`config.mk`:
```
export PLATFORM = sky130hd
export DESIGN_NAME = atp_sqrt_cell
export DESIGN_NICKNAME = d
export VERILOG_FILES = /design/src/rtl/atp_pkg.sv /design/src/rtl/atp_sqrt_cell.sv
export SDC_FILE = /design/constraint.sdc
export NUM_CORES = 1
export LEC_CHECK = 0
export ABC_AREA = 1
export BUFFER_PORTS_ARGS = -buffer_cell sky130_fd_sc_hd__clkbuf_2
export CORE_MARGIN = 3
export CORE_UTILIZATION = 54
export CTS_BUF_LIST = sky130_fd_sc_hd__clkbuf_4 sky130_fd_sc_hd__clkbuf_8 sky130_fd_sc_hd__clkbuf_16
export CTS_CLUSTER_DIAMETER = 200
export DETAILED_ROUTE_END_ITERATION = 8
export PLACE_DENSITY_LB_ADDON = 0.05
export SLEW_MARGIN = 25
export SYNTH_ARGS = -nofsm -noshare
export SYNTH_HDL_FRONTEND = slang
export SYNTH_SLANG_ARGS = --single-unit
export TNS_END_PERCENT = 20
```
`constraint.sdc`:
```
create_clock -name clk -period 4.3 [get_ports clk]
set_input_delay 0.215 -clock clk [delete_from_list [all_inputs] [get_ports clk]]
set_output_delay 0.215 -clock clk [all_outputs]
set_load 0.05 [all_outputs]
```
`src/rtl/atp_pkg.sv`:
```
// Shared constants, lane types and the arctangent table for the tilt unit.
// No dependencies; every other file in rtl/ imports this package.
package atp_pkg;

  localparam int ITERATIONS    = 16;
  localparam int ATAN_LEN      = 24;
  localparam int CORDIC_STAGES = (ITERATIONS < ATAN_LEN) ? ITERATIONS : ATAN_LEN;

  localparam int SAMPLE_W = 16;
  localparam int SQ_W     = 31;            // one square, at most 2^30
  localparam int SUM_W    = 32;            // sum of two squares
  localparam int ROOT_W   = 30;            // floor(sqrt(sum * 2^28))
  localparam int REM_W    = 32;
  localparam int SQRT_STAGES = ROOT_W;     // one root bit per cell

  localparam int NUM_FRAC = 14;            // numerator scaled to match the Q14 root
  localparam int CX_W     = 34;
  localparam int ANG_W    = 25;            // Q16 degrees
  localparam int IDX_W    = 5;
  localparam int ANGLE_W  = 15;            // Q7 degrees at the output
  localparam int ANG_SHIFT = 9;            // Q16 -> Q7

  localparam logic signed [ANG_W-1:0]   DEG90_Q16  = 25'sd5898240;
  localparam logic signed [ANGLE_W-1:0] DEG90_Q7   = 15'sd11520;
  localparam logic [ANG_W-1:0]          ROUND_HALF = 25'd256;

  localparam int DUTY_W     = 13;
  localparam int DUTY_A_W   = 10;          // magnitudes below the divisor
  localparam int DUTY_FRAC  = 12;
  localparam int DUTY_NUM_W = DUTY_A_W + DUTY_FRAC;
  localparam int DUTY_K_W   = 23;
  localparam int PROD_W     = DUTY_NUM_W + DUTY_K_W;
  localparam int RECIP_SHIFT = 32;
  localparam logic [SAMPLE_W-1:0]  DUTY_DIV   = 16'd1020;
  localparam logic [DUTY_FRAC-1:0] DUTY_HALF  = 12'd510;
  // ceil(2^32 / 1020); the excess stays below 1/1020 for every numerator, so no fixup
  localparam logic [DUTY_K_W-1:0]  DUTY_RECIP = 23'd4210753;
  localparam logic [DUTY_W-1:0]    DUTY_FULL  = 13'd4096;

  // the duties reach the side line three stages in; the angle chains end later
  localparam int SIDE_DEPTH = SQRT_STAGES + CORDIC_STAGES - 1;

  localparam int IN_TDATA_W  = 48;
  localparam int OUT_TDATA_W = 72;

  typedef struct packed {
    logic                       vld;
    logic [SUM_W-1:0]           rad;
    logic [REM_W-1:0]           rem;
    logic [ROOT_W-1:0]          root;
    logic signed [SAMPLE_W-1:0] num;
  } sq_lane_t;

  typedef struct packed {
    logic                    vld;
    logic signed [CX_W-1:0]  cx;
    logic signed [CX_W-1:0]  cy;
    logic signed [ANG_W-1:0] ang;
    logic                    neg;
    logic                    nzero;
    logic                    mzero;
  } cr_lane_t;

  typedef struct packed {
    logic [DUTY_W-1:0] duty_x;
    logic [DUTY_W-1:0] duty_y;
    logic [DUTY_W-1:0] duty_z;
    logic              upd;
  } side_t;

  // round(atan(2^-i) * 180/pi * 2^16)
  function automatic logic [ANG_W-1:0] atan_q16(input logic [IDX_W-1:0] i);
    logic [ANG_W-1:0] v;
    begin
      case (i)
        5'd0:    v = 25'd2949120;
        5'd1:    v = 25'd1740967;
        5'd2:    v = 25'd919879;
        5'd3:    v = 25'd466945;
        5'd4:    v = 25'd234379;
        5'd5:    v = 25'd117304;
        5'd6:    v = 25'd58666;
        5'd7:    v = 25'd29335;
        5'd8:    v = 25'd14668;
        5'd9:    v = 25'd7334;
        5'd10:   v = 25'd3667;
        5'd11:   v = 25'd1833;
        5'd12:   v = 25'd917;
        5'd13:   v = 25'd458;
        5'd14:   v = 25'd229;
        5'd15:   v = 25'd115;
        5'd16:   v = 25'd57;
        5'd17:   v = 25'd29;
        5'd18:   v = 25'd14;
        5'd19:   v = 25'd7;
        5'd20:   v = 25'd4;
        5'd21:   v = 25'd2;
        5'd22:   v = 25'd1;
        default: v = '0;
      endcase
      return v;
    end
  endfunction

endpackage

```
`src/rtl/atp_sqrt_cell.sv`:
```
// One cell of the square-root chain: settles one root bit per stage.
// Depends on atp_pkg for the lane type and widths.
module atp_sqrt_cell (
  input  logic             clk,
  input  logic             rst,
  input  logic             en,
  input  atp_pkg::sq_lane_t lane_in,
  output atp_pkg::sq_lane_t lane_out
);
  import atp_pkg::*;

  logic [REM_W+1:0] rem_sh;
  logic [REM_W+1:0] trial;
  logic [REM_W+1:0] diff;
  logic             fits;

  // bring down the next two radicand bits and try root*4+1
  assign rem_sh = {lane_in.rem, lane_in.rad[SUM_W-1 -: 2]};
  assign trial  = {{(REM_W-ROOT_W){1'b0}}, lane_in.root, 2'b01};
  assign diff   = rem_sh - trial;
  assign fits   = (rem_sh >= trial);

  always_ff @(posedge clk) begin
    if (rst) begin
      lane_out.vld <= 1'b0;
    end else if (en) begin
      lane_out.vld <= lane_in.vld;
    end
    if (en) begin
      lane_out.rad  <= {lane_in.rad[SUM_W-3:0], 2'b00};
      lane_out.rem  <= fits ? diff[REM_W-1:0] : rem_sh[REM_W-1:0];
      lane_out.root <= {lane_in.root[ROOT_W-2:0], fits};
      lane_out.num  <= lane_in.num;
    end
  end

endmodule

```
==> flow_metrics.tcl <==
set metrics [dict create \
    synth_area_mm2 0.006484 \
    combPwrFrac_pct 31.7 \
    viasPerCell 4.887 \
    start_kind "input port" \
    crit_path_top_delay_cell "ha_1" \
    synthSimpleGateAreaFrac_pct 29.33 \
    areaGrowthSynthToFinish_pct 23.18 \
    crit_arrival_ns 2.32 \
    period_needed_ns 2.209 \
    fmax_ghz 0.4528 \
    synthCells 760 \
    finalSetupViolCount 0 \
    largest_reg_flops 109 \
    r2r-start "lane_out[110]" \
    synth_edf_count 108 \
    synth_warnings 0 \
    numCtsBuffers 9 \
    setup_tns_ns 0 \
    synth-seq-cells 109 \
    swShare_pct 37.16 \
    rows 39 \
    reg_top3 "lane_out (109)" \
    path_max_fanout 34 \
    fin_hold_ws_ns 0.006992 \
    cts_setup_buffers 0 \
    drive_gt1_share_pct 28.11 \
    synthMuxAreaShare_pct 0.1544 \
    hold_viol 0 \
    fin_nets 1130 \
    fillers 1001 \
    synth_fa_ha_area_share_pct 6.175 \
    ioPinCount 225 \
    post-dp-hpwl_mm 12.68 \
    fin_skew_ns 0 \
    cts_tree "yes" \
    grt_start_max_net_pins 80 \
    required_ns 4.41 \
    rr_worst_depth 2 \
    maxCapViolCount 0 \
    worst-r2r-setup-slack_ns 3.71 \
    finalPower_mw 3.098 \
    endpoint_kind "flop" \
    power_switching_mw 1.151 \
    die-area_mm2 0.01336 \
    worstMarginPinSlew_ns 1.022 \
    peakVddDrop_uv 231.3 \
    grt_pass1_wl_mm 25.01 \
    dp.cells 1116 \
    vias 5532 \
    multi_input_area_mm2 0.002572 \
    largest_register "lane_out" \
    ctsHoldBuffers 0 \
    min_from "rst" \
    critPathMostFrequentCell "nand2_1" \
    core_mm2 0.01156 \
    cts_resized 0 \
    synth_top_family_by_area "simple AND/OR/NAND/NOR gates" \
    rsz0062_at_grt "no" \
    diodes 0 \
    cp_cell_sequence "clkbuf_2 > inv_1 > ha_1 > nand2_1 > inv_1 > nand2_1 > nand2_1 > clkinv_1 > nand2_1 > nand2_1 > nand2_1 > nor2_4 > buf_4 > nand2_8 > nand3_2 > nand2_1" \
    port_buffers 222 \
    hold_path.class "input port to flop" \
    hold_end "lane_out[110]" \
    htreeDepth 3 \
    die_h_um 115.6 \
    path_clk_slew_ns 0.07 \
    intPower_mw 1.947 \
    die_x_um 115.6 \
    cts-root-buf "clkbuf_16" \
    cts_buffer_depth 2 \
    synth_compound_area_share_pct 2.142 \
    finalNonFillerCells 1132 \
    crit_type "input port to flop" \
    gp_routability_congestion 0.9667 \
    grtUsageTotal_pct 24.03 \
    whs_path_depth 2 \
    avgSynthCellArea_um2 8.531 \
    cts.sinks 109 \
    grt_pass1_vias 5099 \
    seq_area_mm2 0.003263 \
    synthXorXnorAreaFrac_pct 1.756 \
    antenna_left 0 \
    pwr-share-clk_pct 25.5 \
    totalWireLength_mm 16.11 \
    drc 0 \
    grt_antenna_before_repair 0 \
    clk_latency_ns 0.35 \
    cellLeakagePower_nw 4.313 \
    period_share_pct 51.36 \
    drt_iter0_drc 339 \
    drtPass1Iterations 5 \
    post-route-util_pct 69.06 \
    ys_types 34 \
    power_density_mw_per_mm2 387.9 \
    wl_per_cell_um 14.23 \
    grt_overflow 0 \
    ys_seq_area_share_pct 50.33 \
    power_frac_seq_pct 42.8 \
    initial_core_util_pct 56.06 \
    cp_slowest_stage_delay_ns 0.35 \
    ys_async_sr_fraction_pct 0 \
    slew_headroom_pct 31.87 \
    r2r-end "lane_out[110]" \
    status "finished, final reports clean" \
    synth_top_flop_cell "edfxtp_1" \
    finalMaxSlewViolations 0 \
]
layout by cell type (no fill, tap or decap), types with 2 or more instances in the layout:
cell and count:
a21oi_1 19, and2_1 5, buf_4 3, clkbuf_16 9, clkbuf_2 221, clkinv_1 3, conb_1 2, edfxtp_1 108
ha_1 32, inv_1 144, inv_2 4, inv_6 3, nand2_1 273, nand2_2 5, nand3_1 55, nand3_2 16
nand3b_1 11, nand4_1 2, nor2_1 31, nor2_2 9, nor2_4 2, nor3_1 6, xor2_1 13
power by group through the flow:
stage	clock network, mW	logic, mW	registers (mW)
finish	0.790	0.982	1.33
global placement	0	0.976	1.35
floorplan	0	0.345	1.73
detailed placement	0	0.983	1.35
CTS	0.812	0.987	1.33
global route	0.849	1.06	1.34
critical path, delay by kind of cell:
| kind | cells | cell delay, ns |
|---|---|---|
| and+or+nand+nor | 10 | 1.12 |
| buffers and inverters | 5 | 0.59 |
| adders and majority gates | 1 | 0.35 |
worst max-delay path by stage:
stage	cells after the start	to	slack (ns)	from
floorplan	15	lane_out[71]	2.47	lane_in[39]
global placement	16	lane_out[64]	1.75	lane_in[37]
global route	16	lane_out[64]	1.92	lane_in[39]
detailed placement	16	lane_out[64]	1.71	lane_in[39]
finish	16	lane_out[64]	2.09	lane_in[39]
CTS	16	lane_out[64]	2.09	lane_in[39]
logic make-up after synthesis:
family	after synthesis
AND/OR/NAND/NOR	419
buffers and inverters	161
flip-flops	109
adder cells (fa/ha/maj)	32
AO/OA/AOI/OAI	24
XOR/XNOR	13
other	1
multiplexers	1
per-stage QoR:
step / setup slack [ns] / instance area (um2)
after global routing: 1.918 / 7986
after floorplan: 2.467 / 6487
after global placement: 1.754 / 7702
after CTS: 2.088 / 7986
final: 2.091 / 7986
after detailed placement: 1.712 / 7702
cells in the mapped netlist (all sizes together), types with 2 or more instances:
cell      n  area [um2]
nand3    71       435.4
ha       32       400.4
nand3b   11       82.58
xor2     13       113.9
nor2     42       195.2
edfxtp  108        3243
inv     148       555.5
nand4     2       12.51
a21oi    20       111.4
and2      5       31.28
nor3      6       30.03
nand2   280        1087
buf      12       92.58
metal layers:
layer / track usage [%] / share of wire (%)
met4: 5.164 / 1.0
met5: 0 / 0
met2: 41.90 / 49
met1: 30.34 / 42
met3: 6.110 / 8.5
layout make-up:
class / instances / share of cell area (%)
multi-input cells: 491 / 32.21
inverters: 149 / 7.003
well taps: 143 / 2.240
repair buffers: 224 / 14.13
clock inverters: 7 / 0.7363
flip-flops and latches: 109 / 40.86
clock buffers: 9 / 2.820
Power figures use the tool's default switching activity.
