<file path="config.mk">
export PLATFORM = sky130hd
export DESIGN_NAME = atp_duty
export DESIGN_NICKNAME = d
export VERILOG_FILES = /design/src/rtl/atp_pkg.sv /design/src/rtl/atp_duty.sv
export SDC_FILE = /design/constraint.sdc
export NUM_CORES = 1
export LEC_CHECK = 0
export BUFFER_PORTS_ARGS = -buffer_cell sky130_fd_sc_hd__clkbuf_2
export CAP_MARGIN = 15
export CORE_UTILIZATION = 45
export DETAILED_ROUTE_END_ITERATION = 10
export PLACE_DENSITY = 0.65
export REMOVE_ABC_BUFFERS = 1
export SLEW_MARGIN = 20
export SYNTH_ARGS = -nofsm -noshare
export SYNTH_HDL_FRONTEND = slang
export SYNTH_SLANG_ARGS = --single-unit
</file>
<file path="constraint.sdc">
create_clock -name clk -period 3.7 [get_ports clk]
set_input_delay 0.555 -clock clk [delete_from_list [all_inputs] [get_ports clk]]
set_output_delay 0.555 -clock clk [all_outputs]
set_load 0.01 [all_outputs]
</file>
<file path="src/rtl/atp_pkg.sv">
// Shared constants, lane types and the arctangent table for the tilt unit.
// No dependencies; every other file in rtl/ imports this package.
package atp_pkg;

  localparam int ITERATIONS    = 16;
  localparam int ATAN_LEN      = 24;
  localparam int CORDIC_STAGES = (ITERATIONS < ATAN_LEN) ? ITERATIONS : ATAN_LEN;

  localparam int SAMPLE_W = 16;
  localparam int SQ_W     = 31;            // one square, at most 2^30
  localparam int SUM_W    = 32;            // sum of two squares
  localparam int ROOT_W   = 30;            // floor(sqrt(sum * 2^28))
  localparam int REM_W    = 32;
  localparam int SQRT_STAGES = ROOT_W;     // one root bit per cell

  localparam int NUM_FRAC = 14;            // numerator scaled to match the Q14 root
  localparam int CX_W     = 34;
  localparam int ANG_W    = 25;            // Q16 degrees
  localparam int IDX_W    = 5;
  localparam int ANGLE_W  = 15;            // Q7 degrees at the output
  localparam int ANG_SHIFT = 9;            // Q16 -> Q7

  localparam logic signed [ANG_W-1:0]   DEG90_Q16  = 25'sd5898240;
  localparam logic signed [ANGLE_W-1:0] DEG90_Q7   = 15'sd11520;
  localparam logic [ANG_W-1:0]          ROUND_HALF = 25'd256;

  localparam int DUTY_W     = 13;
  localparam int DUTY_A_W   = 10;          // magnitudes below the divisor
  localparam int DUTY_FRAC  = 12;
  localparam int DUTY_NUM_W = DUTY_A_W + DUTY_FRAC;
  localparam int DUTY_K_W   = 23;
  localparam int PROD_W     = DUTY_NUM_W + DUTY_K_W;
  localparam int RECIP_SHIFT = 32;
  localparam logic [SAMPLE_W-1:0]  DUTY_DIV   = 16'd1020;
  localparam logic [DUTY_FRAC-1:0] DUTY_HALF  = 12'd510;
  // ceil(2^32 / 1020); the excess stays below 1/1020 for every numerator, so no fixup
  localparam logic [DUTY_K_W-1:0]  DUTY_RECIP = 23'd4210753;
  localparam logic [DUTY_W-1:0]    DUTY_FULL  = 13'd4096;

  // the duties reach the side line three stages in; the angle chains end later
  localparam int SIDE_DEPTH = SQRT_STAGES + CORDIC_STAGES - 1;

  localparam int IN_TDATA_W  = 48;
  localparam int OUT_TDATA_W = 72;

  typedef struct packed {
    logic                       vld;
    logic [SUM_W-1:0]           rad;
    logic [REM_W-1:0]           rem;
    logic [ROOT_W-1:0]          root;
    logic signed [SAMPLE_W-1:0] num;
  } sq_lane_t;

  typedef struct packed {
    logic                    vld;
    logic signed [CX_W-1:0]  cx;
    logic signed [CX_W-1:0]  cy;
    logic signed [ANG_W-1:0] ang;
    logic                    neg;
    logic                    nzero;
    logic                    mzero;
  } cr_lane_t;

  typedef struct packed {
    logic [DUTY_W-1:0] duty_x;
    logic [DUTY_W-1:0] duty_y;
    logic [DUTY_W-1:0] duty_z;
    logic              upd;
  } side_t;

  // round(atan(2^-i) * 180/pi * 2^16)
  function automatic logic [ANG_W-1:0] atan_q16(input logic [IDX_W-1:0] i);
    logic [ANG_W-1:0] v;
    begin
      case (i)
        5'd0:    v = 25'd2949120;
        5'd1:    v = 25'd1740967;
        5'd2:    v = 25'd919879;
        5'd3:    v = 25'd466945;
        5'd4:    v = 25'd234379;
        5'd5:    v = 25'd117304;
        5'd6:    v = 25'd58666;
        5'd7:    v = 25'd29335;
        5'd8:    v = 25'd14668;
        5'd9:    v = 25'd7334;
        5'd10:   v = 25'd3667;
        5'd11:   v = 25'd1833;
        5'd12:   v = 25'd917;
        5'd13:   v = 25'd458;
        5'd14:   v = 25'd229;
        5'd15:   v = 25'd115;
        5'd16:   v = 25'd57;
        5'd17:   v = 25'd29;
        5'd18:   v = 25'd14;
        5'd19:   v = 25'd7;
        5'd20:   v = 25'd4;
        5'd21:   v = 25'd2;
        5'd22:   v = 25'd1;
        default: v = '0;
      endcase
      return v;
    end
  endfunction

endpackage

</file>
<file path="src/rtl/atp_duty.sv">
// LED duty for one axis: |v| * 4096 / 1020 rounded, saturated at 4096, three stages.
// Depends on atp_pkg for the reciprocal and widths.
module atp_duty (
  input  logic                                clk,
  input  logic                                en,
  input  logic signed [atp_pkg::SAMPLE_W-1:0] sample,
  output logic [atp_pkg::DUTY_W-1:0]          duty
);
  import atp_pkg::*;

  logic [SAMPLE_W-1:0]   mag_c;
  logic                  sat_c;
  logic [DUTY_A_W-1:0]   mag_a;
  logic                  sat_a;
  logic [DUTY_NUM_W-1:0] num;
  logic [PROD_W-1:0]     prod_c;
  logic [PROD_W-1:0]     prod;
  logic                  sat_b;

  assign mag_c  = sample[SAMPLE_W-1] ? SAMPLE_W'(-sample) : SAMPLE_W'(sample);
  assign sat_c  = (mag_c >= DUTY_DIV);
  assign num    = {mag_a, DUTY_HALF};
  assign prod_c = num * DUTY_RECIP;

  always_ff @(posedge clk) begin
    if (en) begin
      mag_a <= mag_c[DUTY_A_W-1:0];
      sat_a <= sat_c;
      prod  <= prod_c;
      sat_b <= sat_a;
      duty  <= sat_b ? DUTY_FULL : {1'b0, prod[RECIP_SHIFT+DUTY_W-2:RECIP_SHIFT]};
    end
  end

endmodule

</file>
==> results.md <==
STA:
- The setup violation total in the final timing report is 0.
- The share of the clock period used by the worst path is about 98%.
- The number of pins with negative max-slew slack in the final report is 0.
- Static timing analysis puts the maximum clock frequency at 277 MHz.
- The time the final worst path needs with I/O delays and setup is 3.61 ns.
- The number of hold violations in the final report was 0.
- Setup repair after global routing could not meet its margin everywhere.
- In this run the tightest slew margin relative to its limit is between 40% and 50%.
- The transition time at the pin with the least slew margin is about 0.9 ns.
- The largest clock skew in the final design is 0.00876 ns.

Worst setup path:
- The critical path's most frequent cell is ha_4.
- The largest single stage delay on the critical path is 0.45 ns.
- The worst setup path is captured at a flip-flop.
- In this design, the largest share of critical-path delay is due to adder cells.
- Counting both buffers and inverters, the worst setup path holds a total of 4.
- The element type at the critical path start is a flip-flop.
- STA puts the critical path data required time at 3.74 ns.
- The biggest fanout along the worst timing path is 5.
- The slowest stage of the critical path is the edfxtp_1 cell.
- The path type of the worst setup path is reg -> reg.
- Walking the worst path, the cells encountered are buf_4 > ha_4 > ha_2 > xor2_2 > inv_2 > ha_4 > ha_4 > ha_4 > nand3_2 > buf_4 > or2_1 > o311a_1 > a31oi_1 > buf_4 > and4_1 > xor2_1.
- The data arrival time at the worst-slack endpoint is about 3.7 ns.

Place:
- The number of port buffers is 30.
- The HPWL after detailed placement is 5600 um.
- Routability-driven placement finished with a final weighted congestion of just under 0.9.
- The placed instances occupy a cell area of roughly 4000 um^2.

Final layout:
- The proportion of layout cells with a drive suffix above 1 is 24.8%.
- The growth of design area from synthesis to finish is 25.0%.
- In the layout the commonest cells are ha_1, edfxtp_1, inv_1.
- The library cell used most frequently in the layout, excluding fill and tap cells, is ha_1.
- The antenna cell count is 0.
- The area of all placed cells without fillers is 4460 um^2.
- The count of nets after finishing is 522.

Power:
- In this run switching power makes up 35.7% of total power.
- Sequential cells burn 26.2% of the power.
- The power density over the cells is approximately 480 nW/um^2.
- The standby leakage power is 1.97 nW.
- IR analysis of the VDD net gives a maximum drop of 0.000169 V.
- The internal power of the cells is 0.00137 W.
- Per report_power, the clock group accounts for between 10% and 20% of the total.
- In this run, the combinational gates consume between 50 and 60% of the power.
- The switching power summed over all nets is 0.000760 W.
- The total power is 0.00213 W.

Detailed routing:
- The final antenna-violating net count is 0.
- The via count of the routed design is 2842.
- Signal routing reaches up to met4.
- In the routed design, unresolved DRC markers number 0.
- For this block, wires on met1 add up to 3310 um.
- The aggregate routed wire length is 7170 um.
- Summed over all nets, wire length on met3 after detailed routing comes to between 200 and 250 um.
- The met2 wire length is between 3000 and 4000 um.
- The routed via count divided by cell count is 5.45.
- The initial detailed-routing violation count is 109.
- The number of optimization iterations in the first detailed-route pass is 4.
- Dividing the detail-routed wire length by the instance count gives 13.8 um.

Floorplan:
- The floorplan step defined a die boundary enclosing 8290 um^2.
- The core region is 7690 um^2.
- The starting utilization of the core area is 46.4%.
- In this run the horizontal extent of the chip is 91.1 um.
- The total I/O pin count is 31.
- The chip height is 91.1 um.
- The floorplan has 32 rows.

Clock tree:
- The CTS tree is done.
- The clock latency at the later pin of the worst-skew pair is 0.29 ns.
- In this run the number of H-tree levels came out at 2.
- The longest clock path from root to sink contains 2 buffers.
- The root buffer selected by CTS is clkbuf_8.
- The CTS buffer count is 5.
- After clock tree synthesis, the clock-pin slew on the worst setup and hold paths is roughly 0.070 ns.
- The number of clock sinks seen by CTS is 37.

Logic synthesis:
- Summing the areas of all xor and xnor instances in the mapped netlist gives 4.66% of the synthesized area.
- The cell count after synthesis is 358.
- The multiplexer area fraction after synthesis is less than 1%.
- Yosys mapped the design onto 53 distinct sky130hd cell types.
- The mean post-synth cell area is 9.97 um^2.
- The leading register cell type out of synthesis is edfxtp_1.
- The async set-or-reset flop fraction in the synthesized netlist is 0%.
- The synthesized design contains 37 enable-type register cells.
- The dominant combinational cell family by area after synthesis is adder cells.
- After synthesis the cells add up to between 3000 and 4000 um^2.
- The post-synthesis compound-gate area fraction is 13.2%.
- Sequential cells were found to cover between 30 and 40% of the synthesized design area.
- The fraction of the mapped netlist area in adder cells is 30.2%.
- Yosys printed 0 warnings.
- Of the total synthesized cell area, the portion taken by AND, OR, NAND and NOR gates is 15.7%.
- The flip-flop and latch count after synthesis is 37.

Global route:
- The number of antenna violations at the first check in global routing is 0.
- Entering global routing, the biggest net connects 38 pins.
- The via count of the first global-routing pass is 2658.
- The first global-routing pass estimated 11800 um of wire.
- Global routing finished with a remaining overflow of 0.
- The overall global routing resource usage is 17.5%.

Min path:
- The min-delay analysis places its worst path in the category reg -> reg.

Outcome:
- The run finished with clean final reports.

Run:
- The max-capacitance violation count is 0.
## stage by stage
| stage | TNS, ns | util (%) | setup WS, ns | hold WS, ns | cells |
|---|---|---|---|---|---|
| after global routing | -0.0670 | 58.0 | -0.0336 | 0.445 | 521 |
| after CTS | 0 | 55.7 | 0.0167 | 0.422 | 518 |
| after floorplan | -0.247 | - | -0.0997 | 0.400 | 353 |
| after detailed placement | -1.21 | 52.1 | -0.224 | 0.405 | 509 |
| after global placement | -0.585 | 52.1 | -0.151 | 0.405 | 509 |
| final | 0 | 58.0 | 0.0903 | 0.423 | 521 |
## path summary, 6_finish.rpt
kind	cells after the start	slack, ns	to	startpoint
worst min register to register	0	0.42	sat_b	sat_a
worst max-delay path	16	0.09	prod[38]	mag_a[9]
worst max register to register	16	0.09	prod[38]	mag_a[9]
worst min-delay path	0	0.42	sat_b	sat_a
## timing repair
| item | in CTS | in global routing |
|---|---|---|
| buffers inserted | 1 | 3 |
| pin swaps | 7 | 19 |
| setup endpoints to repair | 8 | 9 |
| gates resized for setup | 17 | 18 |
| hold buffers | 0 | 0 |
## state kept, by name, summed over array words and instances (netlist names)
register and cells:
sat_a 1, mag_a 10, sat_b 1, prod 12, duty 13
## layout make-up
| class | count | area (um^2) |
|---|---|---|
| clock buffers | 5 | 68.8 |
| flip-flops and latches | 37 | 1110 |
| well taps | 102 | 128 |
| fillers | 659 | 3230 |
| repair buffers | 58 | 360 |
| clock inverters | 3 | 46.3 |
| multi-input cells | 281 | 2620 |
| inverters | 35 | 131 |
## power by group through the flow
stage                     Clock, W  Combinational [W]  Sequential, W
final                     0.000347            0.00122       0.000558
after global routing      0.000367            0.00137       0.000563
after CTS                 0.000353            0.00111       0.000556
after detailed placement         0           0.000945       0.000565
after global placement           0           0.000922       0.000564
after floorplan                  0           0.000625       0.000573
## metal layers
layer | vias up | global-route usage, %
li1 | 1437 | -
met1 | 1331 | 22.1
met2 | 61 | 31.6
met3 | 13 | 2.68
met4 | 0 | 3.70
met5 | - | 0
## logic make-up (layout without fill, tap and decap cells)
group / count (synthesis) / after routing
mux: 3 / 3
fa+ha+maj: 86 / 86
compound gates: 70 / 70
simple gates: 103 / 103
buf+inv: 40 / 101
xor+xnor: 19 / 19
flops: 37 / 37
## synthesized netlist by cell type, types with 4 or more instances
| cell type | number | share of area, % |
|---|---|---|
| ha_1 | 86 | 30 |
| edfxtp_1 | 37 | 31 |
| inv_1 | 35 | 3.7 |
| nand2_1 | 27 | 2.8 |
| nor2b_1 | 20 | 3.5 |
| o21ai_0 | 15 | 2.1 |
| xnor2_1 | 15 | 3.7 |
| nor2_1 | 14 | 1.5 |
| a21oi_1 | 13 | 1.8 |
| nand3_1 | 9 | 1.3 |
| nor3_1 | 7 | 0.98 |
| a31oi_1 | 6 | 1.1 |
| a211oi_1 | 4 | 0.84 |
| clkbuf_1 | 4 | 0.42 |
| nand2b_1 | 4 | 0.70 |
| nand4_1 | 4 | 0.70 |
| o211ai_1 | 4 | 0.84 |
| xor2_1 | 4 | 0.98 |
Note: power is estimated with default switching activity, not from simulation.
